`config.mk`:
```
export PLATFORM = sky130hd
export DESIGN_NAME = priority_insertion_queue
export DESIGN_NICKNAME = d
export VERILOG_FILES = /design/src/hw/rtl/piq_pkg.sv /design/src/hw/rtl/piq_cell.sv /design/src/hw/rtl/priority_insertion_queue.sv
export VERILOG_INCLUDE_DIRS = /design/src /design/src/hw/rtl
export SDC_FILE = /design/constraint.sdc
export NUM_CORES = 1
export LEC_CHECK = 0
export ABC_CLOCK_PERIOD_IN_PS = 4280
export BUFFER_PORTS_ARGS = -buffer_cell sky130_fd_sc_hd__buf_4
export CORE_MARGIN = 2
export CORE_UTILIZATION = 30
export DETAILED_ROUTE_END_ITERATION = 6
export PLACE_DENSITY_LB_ADDON = 0.05
export SYNTH_ARGS = -nofsm -noshare
export SYNTH_HDL_FRONTEND = slang
export SYNTH_SLANG_ARGS = --single-unit
export TNS_END_PERCENT = 10
```
`constraint.sdc`:
```
create_clock -name clock -period 4.28 [get_ports clock]
set_clock_uncertainty 0.15 [all_clocks]
set_input_delay 0.428 -clock clock [delete_from_list [all_inputs] [get_ports clock]]
set_output_delay 0.428 -clock clock [all_outputs]
set_load 0.01 [all_outputs]
```
`src/hw/rtl/assert_macros.svh`:
```
// Assertion helpers, compiled out for synthesis.
`ifndef ASSERT_MACROS_SVH
`define ASSERT_MACROS_SVH

`ifndef SYNTHESIS

// Property that must hold at every edge outside reset.
`define ASSERT_ALWAYS(label, clk, rst, expr) \
   label: assert property (@(posedge clk) disable iff (rst) (expr)) \
      else $error("assertion failed: label");

// Antecedent in this cycle implies consequent in the next.
`define ASSERT_NEXT(label, clk, rst, ante, cons) \
   label: assert property (@(posedge clk) disable iff (rst) (ante) |=> (cons)) \
      else $error("assertion failed: label");

`else

`define ASSERT_ALWAYS(label, clk, rst, expr)
`define ASSERT_NEXT(label, clk, rst, ante, cons)

`endif

`endif

```
`src/hw/rtl/piq_pkg.sv`:
```
`timescale 1ns / 1ps

package piq_pkg;

   localparam int CAPACITY = 32;
   localparam int OCC_W    = $clog2(CAPACITY + 1);
   localparam int TAG_W    = 16;
   localparam int PRIO_W   = 2;

   localparam logic OP_ENQUEUE = 1'b0;
   localparam logic OP_DEQUEUE = 1'b1;

   typedef enum logic [1:0] {
      ST_DONE  = 2'd0,
      ST_FULL  = 2'd1,
      ST_EMPTY = 2'd2
   } piq_status_type;

   typedef struct packed {
      logic [PRIO_W-1:0] prio;
      logic [TAG_W-1:0]  tag;
   } piq_slot_type;

   // broadcast to every cell of the row
   typedef struct packed {
      logic         enq;
      logic         deq;
      piq_slot_type entry;
   } piq_cmd_type;

   function automatic logic [PRIO_W-1:0] prio_of(input logic [7:0] initial_char);
      logic [PRIO_W-1:0] p;
      p = 2'd3;
      if (initial_char == 8'h50 || initial_char == 8'h70) begin
         p = 2'd1;
      end else if (initial_char == 8'h54 || initial_char == 8'h74) begin
         p = 2'd2;
      end
      return p;
   endfunction

endpackage

```
`src/hw/rtl/piq_cell.sv`:
```
`timescale 1ns / 1ps

module piq_cell
   import piq_pkg::*;
(
   input  logic         clock,
   input  piq_cmd_type  cmd,
   input  logic         occupied,
   input  logic         left_keep,
   input  piq_slot_type left_slot,
   input  piq_slot_type right_slot,
   output piq_slot_type slot,
   output logic         keep
);

   piq_slot_type slot_ff;
   piq_slot_type slot_in;

   // entry stays put when it ranks ahead of or level with the new one
   assign keep = occupied && (slot_ff.prio <= cmd.entry.prio);
   assign slot = slot_ff;

   always_comb begin
      slot_in = slot_ff;
      priority if (cmd.enq && !keep) begin
         slot_in = left_keep ? cmd.entry : left_slot;
      end else if (cmd.deq) begin
         slot_in = right_slot;
      end
   end

   always_ff @(posedge clock) begin
      slot_ff <= slot_in;
   end

endmodule

```
`src/hw/rtl/priority_insertion_queue.sv`:
```
// A result beat appears in the cycle after its request beat is taken.
// Throughput: one request per cycle while results are taken as they appear; the cell row
// shifts all at once for both insert and removal. A waiting result holds off
// requests until the cycle in which it is taken. Reset (synchronous, high) empties the
// queue and clears the result valid.
`timescale 1ns / 1ps
`include "assert_macros.svh"

module priority_insertion_queue
   import piq_pkg::*;
(
   input  logic        clock,
   input  logic        reset,
   input  logic        req_valid,
   output logic        req_ready,
   input  logic        req_operation,
   input  logic [7:0]  req_name_initial,
   input  logic [15:0] req_entry_tag,
   output logic        rsp_valid,
   input  logic        rsp_ready,
   output logic [1:0]  rsp_status,
   output logic [15:0] rsp_head_tag,
   output logic [1:0]  rsp_head_priority
);

   logic [OCC_W-1:0] occ_ff, occ_in;
   logic             rsp_valid_ff, rsp_valid_in;
   piq_status_type   status_ff, status_in;
   piq_slot_type     head_ff, head_in;

   logic         accept, full, empty;
   piq_cmd_type  cmd;
   piq_slot_type slots [CAPACITY];
   logic         keeps [CAPACITY];

   assign req_ready = !rsp_valid_ff || rsp_ready;
   assign accept    = req_valid && req_ready;
   assign full      = (occ_ff == OCC_W'(CAPACITY));
   assign empty     = (occ_ff == '0);

   assign cmd.enq         = accept && (req_operation == OP_ENQUEUE) && !full;
   assign cmd.deq         = accept && (req_operation == OP_DEQUEUE) && !empty;
   assign cmd.entry.prio  = prio_of(req_name_initial);
   assign cmd.entry.tag   = req_entry_tag;

   for (genvar i = 0; i < CAPACITY; i++) begin : g_cell
      piq_cell u_cell (
         .clock      (clock),
         .cmd        (cmd),
         .occupied   (occ_ff > OCC_W'(i)),
         .left_keep  ((i == 0) ? 1'b1 : keeps[(i == 0) ? 0 : i - 1]),
         .left_slot  ((i == 0) ? cmd.entry : slots[(i == 0) ? 0 : i - 1]),
         .right_slot ((i == CAPACITY - 1) ? slots[i]
                                           : slots[(i == CAPACITY - 1) ? i : i + 1]),
         .slot       (slots[i]),
         .keep       (keeps[i])
      );
   end

   always_comb begin
      occ_in       = occ_ff;
      rsp_valid_in = rsp_valid_ff;
      status_in    = status_ff;
      head_in      = head_ff;
      if (cmd.enq) begin
         occ_in = occ_ff + OCC_W'(1);
      end else if (cmd.deq) begin
         occ_in = occ_ff - OCC_W'(1);
      end
      if (accept) begin
         rsp_valid_in = 1'b1;
         head_in      = '0;
         if (req_operation == OP_ENQUEUE) begin
            status_in = full ? ST_FULL : ST_DONE;
         end else if (empty) begin
            status_in = ST_EMPTY;
         end else begin
            status_in = ST_DONE;
            head_in   = slots[0];
         end
      end else if (rsp_ready) begin
         rsp_valid_in = 1'b0;
      end
   end

   always_ff @(posedge clock) begin
      if (reset) begin
         occ_ff       <= '0;
         rsp_valid_ff <= 1'b0;
      end else begin
         occ_ff       <= occ_in;
         rsp_valid_ff <= rsp_valid_in;
      end
      status_ff <= status_in;
      head_ff   <= head_in;
   end

   assign rsp_valid         = rsp_valid_ff;
   assign rsp_status        = status_ff;
   assign rsp_head_tag      = head_ff.tag;
   assign rsp_head_priority = head_ff.prio;

   `ASSERT_ALWAYS(a_occ_bound, clock, reset, occ_ff <= OCC_W'(CAPACITY))
   `ASSERT_NEXT(a_enq_grows, clock, reset, cmd.enq, occ_ff == $past(occ_ff) + OCC_W'(1))
   `ASSERT_NEXT(a_full_flag, clock, reset,
      accept && (req_operation == OP_ENQUEUE) && full,
      rsp_valid && (rsp_status == ST_FULL) && (occ_ff == $past(occ_ff)))
   `ASSERT_NEXT(a_deq_prio, clock, reset, cmd.deq,
      rsp_valid && (rsp_status == ST_DONE) && (rsp_head_priority != 2'd0))
   `ASSERT_ALWAYS(a_head_sorted, clock, reset,
      (occ_ff < OCC_W'(2)) || (slots[0].prio <= slots[1].prio))

endmodule
```
Word-level counts from Yosys, hierarchy flattened
Index checks and enable logic that the tools add are counted.
Widths: inputs -> output; s select.
{"block": "totals", "regBits": 603, "latchBits": 0, "ramBits": 0, "mem_bits_ro": 0, "input_bits": 29, "output_inout_bits": 22, "wordCells": 385, "mem_count": 0}
{"block": "classes", "add_sub_neg": 2, "multipliers": 0, "div_mod_pow": 0, "n_lt_le_gt_ge": 64, "eq_ne": 5, "n_shift": 0, "n_mux": 102, "n_bitwise": 1, "reduce_logical": 142}
{"cell": "$mux 18", "n": 93}
{"cell": "$gt 6x5->1 const B", "n": 16}
{"cell": "$logic_and 1x1->1", "n": 69}
{"cell": "$reduce_bool 2->1", "n": 33}
{"cell": "$le 2x2->1", "n": 32}
{"cell": "$gt 6x4->1 const B", "n": 8}
{"cell": "$logic_not 1->1", "n": 35}
{"cell": "$eq 8x7->1 const B", "n": 4}
{"cell": "$gt 6x3->1 const B", "n": 4}
{"cell": "$gt 6x1->1 const B", "n": 2}
{"cell": "$gt 6x2->1 const B", "n": 2}
{"cell": "$mux 6", "n": 2}
{"cell": "$add 6x1->6 const B", "n": 1}
{"cell": "$eq 6x6->1 const B", "n": 1}
{"cell": "$logic_not 6->1", "n": 1}
{"cell": "$mux 2", "n": 3}
{"cell": "$sub 6x1->6 const B", "n": 1}
{"cell": "$mux 1", "n": 4}
{"cell": "$logic_or 1x1->1", "n": 3}
{"cell": "$reduce_or 2->1", "n": 1}
{"cell": "$not 1->1", "n": 1}

Longest topological paths before layout
Gate-level depths: netlist of run 1.
{"block": "depth", "depth_word": 9, "depth_mapped": 13, "mapped_depth_nobuf": 10}

By module
A second synthesis of run 1 with hierarchy kept.
{"block": "hier_totals", "cells_unflattened": 2344, "area_unflattened_um2": 36842.8}
{"mod": "piq_cell", "n_inst": 32, "cells_each": 68, "area_each_um2": 1099.8, "seq_area_each_um2": 540.5}
{"mod": "priority_insertion_queue", "n_inst": 1, "cells_each": 168, "area_each_um2": 1649.1, "seq_area_each_um2": 740.7}

Worst setup path after synthesis of run 1
OpenSTA, ideal clock, no wires.
{"block": "synth_path", "path_kind": "input -> register", "start": "input req_name_initial[7]", "end": "register g_cell[18].u_cell.slot_ff, in the netlist g_cell[18].u_cell.slot[0] (enable)", "setup_time_ps": 383, "arrival_time_ps": 3717, "required_time_ps": 3747, "setup_slack_ps": 31, "cell_stages": 12, "n_path_buf": 2, "path_cell_list": "nor4bb_1 > nand2_1 > or2_2 > clkbuf_1 > inv_1 > ha_1 > nor2b_1 > o21ai_0 > nand3_1 > and2_1 > buf_2 > nand2b_1"}
{"block": "synth_between", "elab_chain_cells": 9, "elab_cells_between_ends": 13, "cone_classes": "order compare: 1; eq/ne: 4; mux: 2; reduce/logical: 6"}
{"element": "start: declaration", "line_no": "priority_insertion_queue.sv:17", "text": "input logic [7:0] req_name_initial,"}
{"element": "$eq 8x7->1", "line_no": "piq_pkg.sv:36", "text": "end else if (initial_char == 8'h54 || initial_char == 8'h74) begin"}
{"element": "$logic_or 1x1->1", "line_no": "piq_pkg.sv:36"}
{"element": "$mux 1", "line_no": "piq_pkg.sv:36"}
{"element": "$mux 2 (*)", "line_no": "piq_pkg.sv:34", "text": "if (initial_char == 8'h50 || initial_char == 8'h70) begin"}
{"element": "$le 2x2->1 (*)", "line_no": "piq_cell.sv:20", "text": "assign keep = occupied && (slot_ff.prio <= cmd.entry.prio);"}
{"element": "$logic_and 1x1->1 (*)", "line_no": "piq_cell.sv:20"}
{"element": "$logic_not 1->1 (*)", "line_no": "piq_cell.sv:25", "text": "priority if (cmd.enq && !keep) begin"}
{"element": "$logic_and 1x1->1 (*)", "line_no": "piq_cell.sv:25"}
{"element": "$reduce_bool 2->1 (no line) (*)"}
{"element": "end signal: assignment", "line_no": "piq_cell.sv:33", "text": "slot_ff <= slot_in;"}
{"element": "end: declaration", "line_no": "piq_cell.sv:16", "text": "piq_slot_type slot_ff;"}
Every way passes the cells marked *; elsewhere a longest branch is shown, timed or not.
A chain may end at the register's enable or synchronous reset.

Final worst setup path of run 1
{"block": "layout_path", "start": "register occ_ff[0]", "end": "register g_cell[17].u_cell.slot_ff, in the netlist g_cell[17].u_cell.slot[2] (enable)"}
{"block": "layout_between", "elab_chain_cells": 5, "elab_cells_between_ends": 11, "cone_classes": "order compare: 1; eq/ne: 1; reduce/logical: 9"}
{"element": "start: declaration", "line_no": "priority_insertion_queue.sv:26", "text": "logic [OCC_W-1:0] occ_ff, occ_in;"}
{"element": "start signal: assignment", "line_no": "priority_insertion_queue.sv:91", "text": "occ_ff <= occ_in;"}
{"element": "$gt 6x5->1 or $eq 6x6->1 (tied branches)", "line_no": "priority_insertion_queue.sv:50, priority_insertion_queue.sv:38"}
{"element": "$logic_and 1x1->1 or $logic_not 1->1 (tied branches)", "line_no": "piq_cell.sv:20, priority_insertion_queue.sv:41"}
{"element": "$logic_not 1->1 or $logic_and 1x1->1 (tied branches)", "line_no": "piq_cell.sv:25, priority_insertion_queue.sv:41"}
{"element": "$logic_and 1x1->1", "line_no": "piq_cell.sv:25"}
{"element": "$reduce_bool 2->1 (no line) (*)"}
{"element": "end signal: assignment", "line_no": "piq_cell.sv:33"}
{"element": "end: declaration", "line_no": "piq_cell.sv:16"}
Marks and branches as above.

==> impl_summary.txt, run 1 <==
----------------------------------------------------
[Critical path]
  Max stage delay cell, worst path ... dfxtp_1
  CP Buf/Inv Count ... 3
  Required time of the critical path ... 4.44 ns
  Crit path arrival time ... 3.30 ns
  Critical Path Max Stage Delay ... 0.54 ns
  Cell type group with the largest total delay on the critical path ... buffers and inverters
  Worst Setup End Kind ... flip-flop
  Setup crit start kind ... flip-flop
  Crit path cell chain ... inv_1 -> ha_1 -> or4b_1 -> o211a_2 -> buf_4 -> nand2_1 -> nand2_1 -> buf_4
  Internal reg-to-reg setup slack ... 1.14 ns
  Highest fanout seen on the critical path ... 20
  Critical path class ... reg -> reg

[Outcome]
  Result of the run ... completed

[Drt]
  Detailed-router iteration count before antenna repair ... 5
  Routed via count ... 22,203
  Average routed wire per standard cell ... 21.3 µm
  Total DRC errors in the routed layout ... 0
  Ratio of routed vias to standard cells ... 5.05
  DRT antenna net count ... 0
  Routed Wire Length ... 93,800 µm
  Initial detailed-routing violation count ... 1,588

[Place]
  Final HPWL DP ... 64,600 µm
  Routability congestion estimate from global placement ... 0.771
  Port Buffer Count ... 49

[STA]
  Final hold violations ... 0
  Worst max-slew margin expressed relative to the limit ... 46.8%
  Setup repair after global routing missed its margin ... no
  Setup violators final ... 0
  Accumulated negative setup slack ... 0 ns
  Final-report max-slew violation count ... 0
  Maximum operating frequency ... 319 MHz
  Worst hold slack across all endpoints ... 0.269 ns
  Post-route minimum period ... 3.14 ns
  Actual slew at the worst max-slew pin ... 0.796 ns
  Final period utilization ... 73.3%

[Clock tree]
  Clk slew on worst S/H paths ... 0.05 ns
  # H-tree levels ... 3
  Post-CTS sizing ... 0
  Max Buffers Root-to-Sink ... 3
  CTS tree ... yes
  Number of clock sinks ... 603
  Source-to-sink clock delay at the later pin of the worst-skew pair ... 0.64 ns
  Cell at the root of the clock tree ... clkbuf_16
  # Post-CTS Setup Buffers ... 0
  Number of CTS-inserted buffers ... 78

[GRT]
  Number of global-route vias before repair ... 22,752
  Largest net degree at the start of global routing ... 38
  GRT overflow ... 0
  Number of antenna violations at the first check in global routing ... 0
  Overall Global Routing Usage ... 16.8%
  Global-route wire length before repair ... 145,000 µm

[Floorplan]
  Std cell rows ... 120
  Vert. Die Dim ... 332 µm
  IO Count ... 51
  Initial standard-cell utilization of the core ... 30.2%
  Floorplan die area ... 0.111 mm²
  Chip width ... 332 µm
  Core region area ... 0.107 mm²

[Hold path]
  Type of the tightest min-delay check ... in -> reg

[Yosys]
  Asr flop ratio synth ... 0%
  Syn nets ... 3,001
  Seq/Total Area, Yosys ... 55.7%
  Warnings, synthesis ... 0
  Count of flip-flops with a built-in enable after synthesis ... 596
  Synthesized instance count ... 2,904
  Total standard cell area after synthesis ... 0.0324 mm²
  Seq cells post-synth ... 603
  Yosys cell types ... 53
  Main flop type after synthesis ... edfxtp_1
  Mean cell area of the mapped netlist ... 11.1 µm²

[Power and ir drop]
  Leakage component of the power ... 15.6 nW
  Power density of the placed cells ... 648 mW/mm²
  Worst ir drop on vdd ... 0.000243 V

[Layout]
  Area of the multi-input gates ... 0.0134 mm²
  Fill cell total of the finished layout ... 10,794
  Register area ... 0.0180 mm²
  Final net count ... 3,042
  Proportion of layout cells with a drive suffix above 1 ... 11.8%
  Layout area overhead ... 14.9%
  Number of antenna diodes ... 0

[Flow run]
  Reported max-cap violation count ... 0

----------------------------------------------------
-- metal layers --
layer | vias to the layer above | share of wire [%] | track usage [%]
li1 | 10659 | - | -
met1 | 10986 | 51 | 25.6
met2 | 458 | 43 | 24.9
met3 | 100 | 4.1 | 2.38
met4 | 0 | 1.9 | 3.92
met5 | - | 0 | 0
-- Yosys cell counts, drive strengths merged, types with 2 or more instances --
library cell	number	area, µm²
buf	90	463
a21o	3	22.5
or3	2	12.5
inv	42	158
a21oi	513	2570
xnor2	3	26.3
mux2	37	417
dfxtp	7	140
and2	23	144
clkbuf	125	469
o21a	2	15.0
mux2i	544	5450
a31oi	26	163
or2	5	31.3
o2bb2ai	3	26.3
nor2	481	1810
o21ai	76	380
edfxtp	596	17900
a221oi	3	45.0
nand2b	30	188
ha	68	851
nor4	2	18.8
nand3	11	55.1
nand2	149	577
o22ai	5	31.3
nor2b	34	213
o211ai	6	55.1
-- metrics by stage --
step                total power (W)  instance area, µm²  setup WS, ns  util (%)  cells
floorplan                    0.0154               32400        0.0306         -   2904
global placement             0.0181               34900         0.512      32.6   4265
detailed placement           0.0182               34900         0.509      32.6   4265
CTS                          0.0244               37200          1.13      34.7   4398
global route                 0.0256               37200         0.929      34.7   4398
finish                       0.0241               37200          1.14      34.7   4398
-- cell usage in the layout, fill, tap and decap left out, types with 5 or more instances in the layout --
cell / n
edfxtp_1: 596
mux2i_1: 544
a21oi_1: 489
nor2_1: 481
buf_4: 157
nand2_1: 142
clkbuf_16: 80
o21ai_0: 74
ha_1: 68
inv_1: 41
mux2_2: 36
nor2b_1: 34
nand2b_1: 30
clkbuf_1: 25
a21oi_2: 24
and2_1: 23
a31oi_1: 22
buf_12: 16
clkinv_1: 14
nand3_1: 10
nand2_2: 7
clkinv_2: 7
dfxtp_1: 7
o22ai_1: 5
-- power by group --
group / internal (W) / total, W / switching (W)
combinational: 0.00325 / 0.00803 / 0.00477
clock: 0.00353 / 0.00607 / 0.00255
sequential: 0.00891 / 0.00998 / 0.00108
-- what timing repair did --
item	in CTS	in global routing
endpoints found under the setup margin	0	0
hold buffers	3	0
endpoints found under the hold margin	7	0
-- logic make-up (layout without fill, tap and decap cells) --
| logic type | count (synthesis) | in the layout | synth area share [%] |
|---|---|---|---|
| xor gates and xnor gates | 3 | 3 | 0.0812 |
| muxes | 581 | 581 | 18.1 |
| DFF | 603 | 603 | 55.7 |
| buffers and inverters | 258 | 349 | 3.38 |
| and+or+nand+nor | 744 | 744 | 9.58 |
| adders and majority gates | 68 | 68 | 2.63 |
| AOI/OAI and AO/OA | 647 | 647 | 10.5 |
-- final cells by class --
| type | instances | share of cell area (%) |
|---|---|---|
| Clock buffer | 105 | 5.64 |
| Clock inverter | 25 | 0.491 |
| Inverter | 43 | 0.434 |
| Multi-Input combinational cell | 2043 | 36.1 |
| Sequential cell | 603 | 48.5 |
| Tap cell | 1403 | 4.72 |
| Timing Repair Buffer | 176 | 4.11 |
-- sequential cells by signal, summed over array words and instances (netlist names) --
name,cells
rsp_head_priority,2
g_cell.u_cell.slot,576
rsp_head_tag,16
rsp_valid,1
rsp_status,2
occ_ff,6
-- worst paths after layout --
path | to | cells past startpoint | start
min | g_cell[23].u_cell.slot[7] | 3 | req_entry_tag[7]
max reg2reg | g_cell[17].u_cell.slot[2] | 8 | occ_ff[0]
max | g_cell[17].u_cell.slot[2] | 8 | occ_ff[0]
min reg2reg | rsp_head_tag[1] | 1 | g_cell[0].u_cell.slot[1]
-- tightest hold or removal path, stage by stage --
cell and delay, ns:
buf_4 0.26, nand2_1 0.12, a31oi_1 0.07
(Power assumes the default switching activity.)
==> inputs of run 2 (changes only) <==
--- a/config.mk
+++ b/config.mk
@@ -6,7 +6,7 @@
 export SDC_FILE = /design/constraint.sdc
 export NUM_CORES = 1
 export LEC_CHECK = 0
-export ABC_CLOCK_PERIOD_IN_PS = 4280
+export ABC_CLOCK_PERIOD_IN_PS = 3000
 export BUFFER_PORTS_ARGS = -buffer_cell sky130_fd_sc_hd__buf_4
 export CORE_MARGIN = 2
 export CORE_UTILIZATION = 30
==> constraint.sdc (replaced) <==
create_clock -name clock -period 3 [get_ports clock]
set_clock_uncertainty 0.15 [all_clocks]
set_input_delay 0.3 -clock clock [delete_from_list [all_inputs] [get_ports clock]]
set_output_delay 0.3 -clock clock [all_outputs]
set_load 0.01 [all_outputs]
==> run 2 against run 1 <==
Effect of this change:
- hold slack got worse by 0.093 ns
- global-route usage increased by 0.085 points
- critical path depth unchanged
==> impl_summary.txt, run 2 (synthesis results as in run 1) <==
----------------------------------------------------
[Place]
  Routability congestion estimate from global placement ... 0.758 (-1.6%)
  Cell count after placement ... 4,344 (+1.9%)
  Final HPWL DP ... 66,900 µm (+3.6%)
  Port Buffer Count ... 49 (unchanged)

[Clock tree]
  Max Buffers Root-to-Sink ... 3 (unchanged)
  Clk slew on worst S/H paths ... 0.06 ns (about the same)
  Source-to-sink clock delay at the later pin of the worst-skew pair ... 0.63 ns (about the same)
  # H-tree levels ... 3 (unchanged)
  Number of clock sinks ... 603 (unchanged)
  # Post-CTS Setup Buffers ... 0 (unchanged)
  Cell at the root of the clock tree ... clkbuf_16
  CTS tree ... yes
  Number of CTS-inserted buffers ... 76 (-2.6%)

[STA]
  Actual slew at the worst max-slew pin ... 0.673 ns (-0.123 ns)
  Post-route minimum period ... 2.89 ns (-0.243 ns)
  Final hold violations ... 0 (unchanged)
  Worst max-slew margin expressed relative to the limit ... 54.9% (+8.1 points)
  Setup violators final ... 0 (unchanged)
  Maximum operating frequency ... 346 MHz (+8.4%)
  Final-report max-slew violation count ... 0 (unchanged)
  Final period utilization ... 96.4% (+23 points)
  Setup repair after global routing missed its margin ... no

[Floorplan]
  Chip width ... 332 µm (unchanged)
  Std cell rows ... 120 (unchanged)
  Floorplan die area ... 0.111 mm² (unchanged)
  Initial standard-cell utilization of the core ... 30.2% (unchanged)
  IO Count ... 51 (unchanged)
  Vert. Die Dim ... 332 µm (unchanged)
  Core region area ... 0.107 mm² (unchanged)

[Layout]
  Area of the multi-input gates ... 0.0137 mm² (+2.4%)
  Most common cell after layout, fill and taps aside ... edfxtp_1
  Proportion of layout cells with a drive suffix above 1 ... 15.9% (+4.2 points)
  Number of antenna diodes ... 0 (unchanged)
  Number of flip-flops in the largest register ... 576 (unchanged)
  Layout area overhead ... 20.5%
  Leading cell types in the layout, fill and taps excluded ... edfxtp_1, mux2i_1, a21oi_1, nor2_1, buf_4
  Final net count ... 3,119 (+2.5%)
  Number of non-filler instances in the completed layout ... 4,480 (+1.9%)
  Register area ... 0.0180 mm² (about the same)
  Fill cell total of the finished layout ... 10,553 (-2.2%)

[Critical path]
  Required time of the critical path ... 3.23 ns (-1.21 ns)
  Cell type group with the largest total delay on the critical path ... buffers and inverters
  Max stage delay cell, worst path ... or4b_1
  Critical Path Max Stage Delay ... 0.63 ns (+0.09 ns)
  Depth of the most critical reg-to-reg path ... 8 (unchanged)
  Crit path cell chain ... inv_1 -> ha_1 -> or4b_1 -> o211ai_4 -> buf_4 -> a21oi_2 -> buf_12 -> mux2_2
  Setup crit start kind ... flip-flop
  Critical path class ... reg -> reg
  CP Buf/Inv Count ... 3 (unchanged)
  Highest fanout seen on the critical path ... 18 (-10%)
  Crit path arrival time ... 3.13 ns (-0.17 ns)
  Depth of the critical timing path with buffers and inverters included ... 8 (unchanged)
  Worst Setup End Kind ... flip-flop

[Flow run]
  Reported max-cap violation count ... 0 (unchanged)

[Drt]
  Routed Wire Length ... 94,000 µm (+0.20%)
  Ratio of routed vias to standard cells ... 5.01 (-0.79%)
  Average routed wire per standard cell ... 21.0 µm (-1.6%)
  DRT antenna net count ... 0 (unchanged)
  Routed via count ... 22,439 (+1.1%)
  Total DRC errors in the routed layout ... 0 (unchanged)
  Initial detailed-routing violation count ... 1,447 (-8.9%)
  Detailed-router iteration count before antenna repair ... 5 (unchanged)

[Power and ir drop]
  Leakage component of the power ... 16.4 nW (+4.9%)
  Power density of the placed cells ... 918 mW/mm² (+42%)
  Worst ir drop on vdd ... 0.000362 V (+49%)
  Tot Pwr ... 0.0358 W (+49%)

[GRT]
  GRT overflow ... 0 (unchanged)
  Number of antenna violations at the first check in global routing ... 0 (unchanged)
  Overall Global Routing Usage ... 16.9% (+0.085 points)
  Largest net degree at the start of global routing ... 36 (-5.3%)
  Global-route wire length before repair ... 146,000 µm (+0.80%)
  Number of global-route vias before repair ... 23,366 (+2.7%)

[Outcome]
  Result of the run ... completed

[Hold path]
  Min-Delay Path Depth ... 3 (unchanged)
  Type of the tightest min-delay check ... in -> reg

----------------------------------------------------
## run 2: per-stage QoR
step / setup WS [ns] / utilization [%] / TNS (ns) / instance area [µm²] / hold slack [ns]
global placement: -0.192 / 34.2 / -60.50 / 36600 / 0.390
finish: 0.107 / 36.4 / 0 / 39000 / 0.176
detailed placement: -0.214 / 34.2 / -82.13 / 36600 / 0.399
floorplan: -0.292 / - / -170.41 / 32800 / 0.279
global route: 0.0113 / 36.4 / 0 / 39000 / 0.155
CTS: 0.0405 / 36.4 / 0 / 39000 / 0.126
## run 2: worst register-to-register path, cell delays in order, from the launching register on
cell and delay, ns:
dfxtp_1 0.32, inv_1 0.12, ha_1 0.27, or4b_1 0.63
o211ai_4 0.24, buf_4 0.34, a21oi_2 0.11, buf_12 0.17
mux2_2 0.29
## run 2: layer usage
metal,track usage [%],share of wire (%),vias up
met5,0,0,-
met4,4.16,2.0,0
met3,2.36,3.9,106
met2,25.1,43,430
met1,25.6,51,11072
li1,-,-,10831
## run 2: layout make-up
| cell class | instances | share of cell area (%) |
|---|---|---|
| Inverter | 43 | 0.433 |
| Sequential cell | 603 | 46.3 |
| Timing Repair Buffer | 255 | 7.54 |
| Clock inverter | 36 | 0.802 |
| Tap cell | 1403 | 4.50 |
| Multi-Input combinational cell | 2043 | 35.3 |
| Clock buffer | 97 | 5.19 |
## run 2: path summary, 6_finish.rpt
kind	from	endpoint	slack, ns
max	occ_ff[0]	g_cell[0].u_cell.slot[5]	0.11
min reg2reg	g_cell[0].u_cell.slot[0]	rsp_head_tag[0]	0.41
min	req_entry_tag[4]	g_cell[23].u_cell.slot[4]	0.18
max reg2reg	occ_ff[0]	g_cell[0].u_cell.slot[5]	0.11
## run 2: repair_timing
action | 4_1_cts | 5_1_grt
setup endpoints to repair | 0 | 375
endpoints found under the hold margin | 9 | 0
gates resized for setup | 0 | 3
hold buffers | 3 | 0
## run 2: power by group
part	switching [W]	internal [W]	total, W	leakage [nW]
sequential	0.00155	0.0127	0.0142	5.64
clock	0.00364	0.00518	0.00881	1.14
combinational	0.00719	0.00554	0.0127	9.60
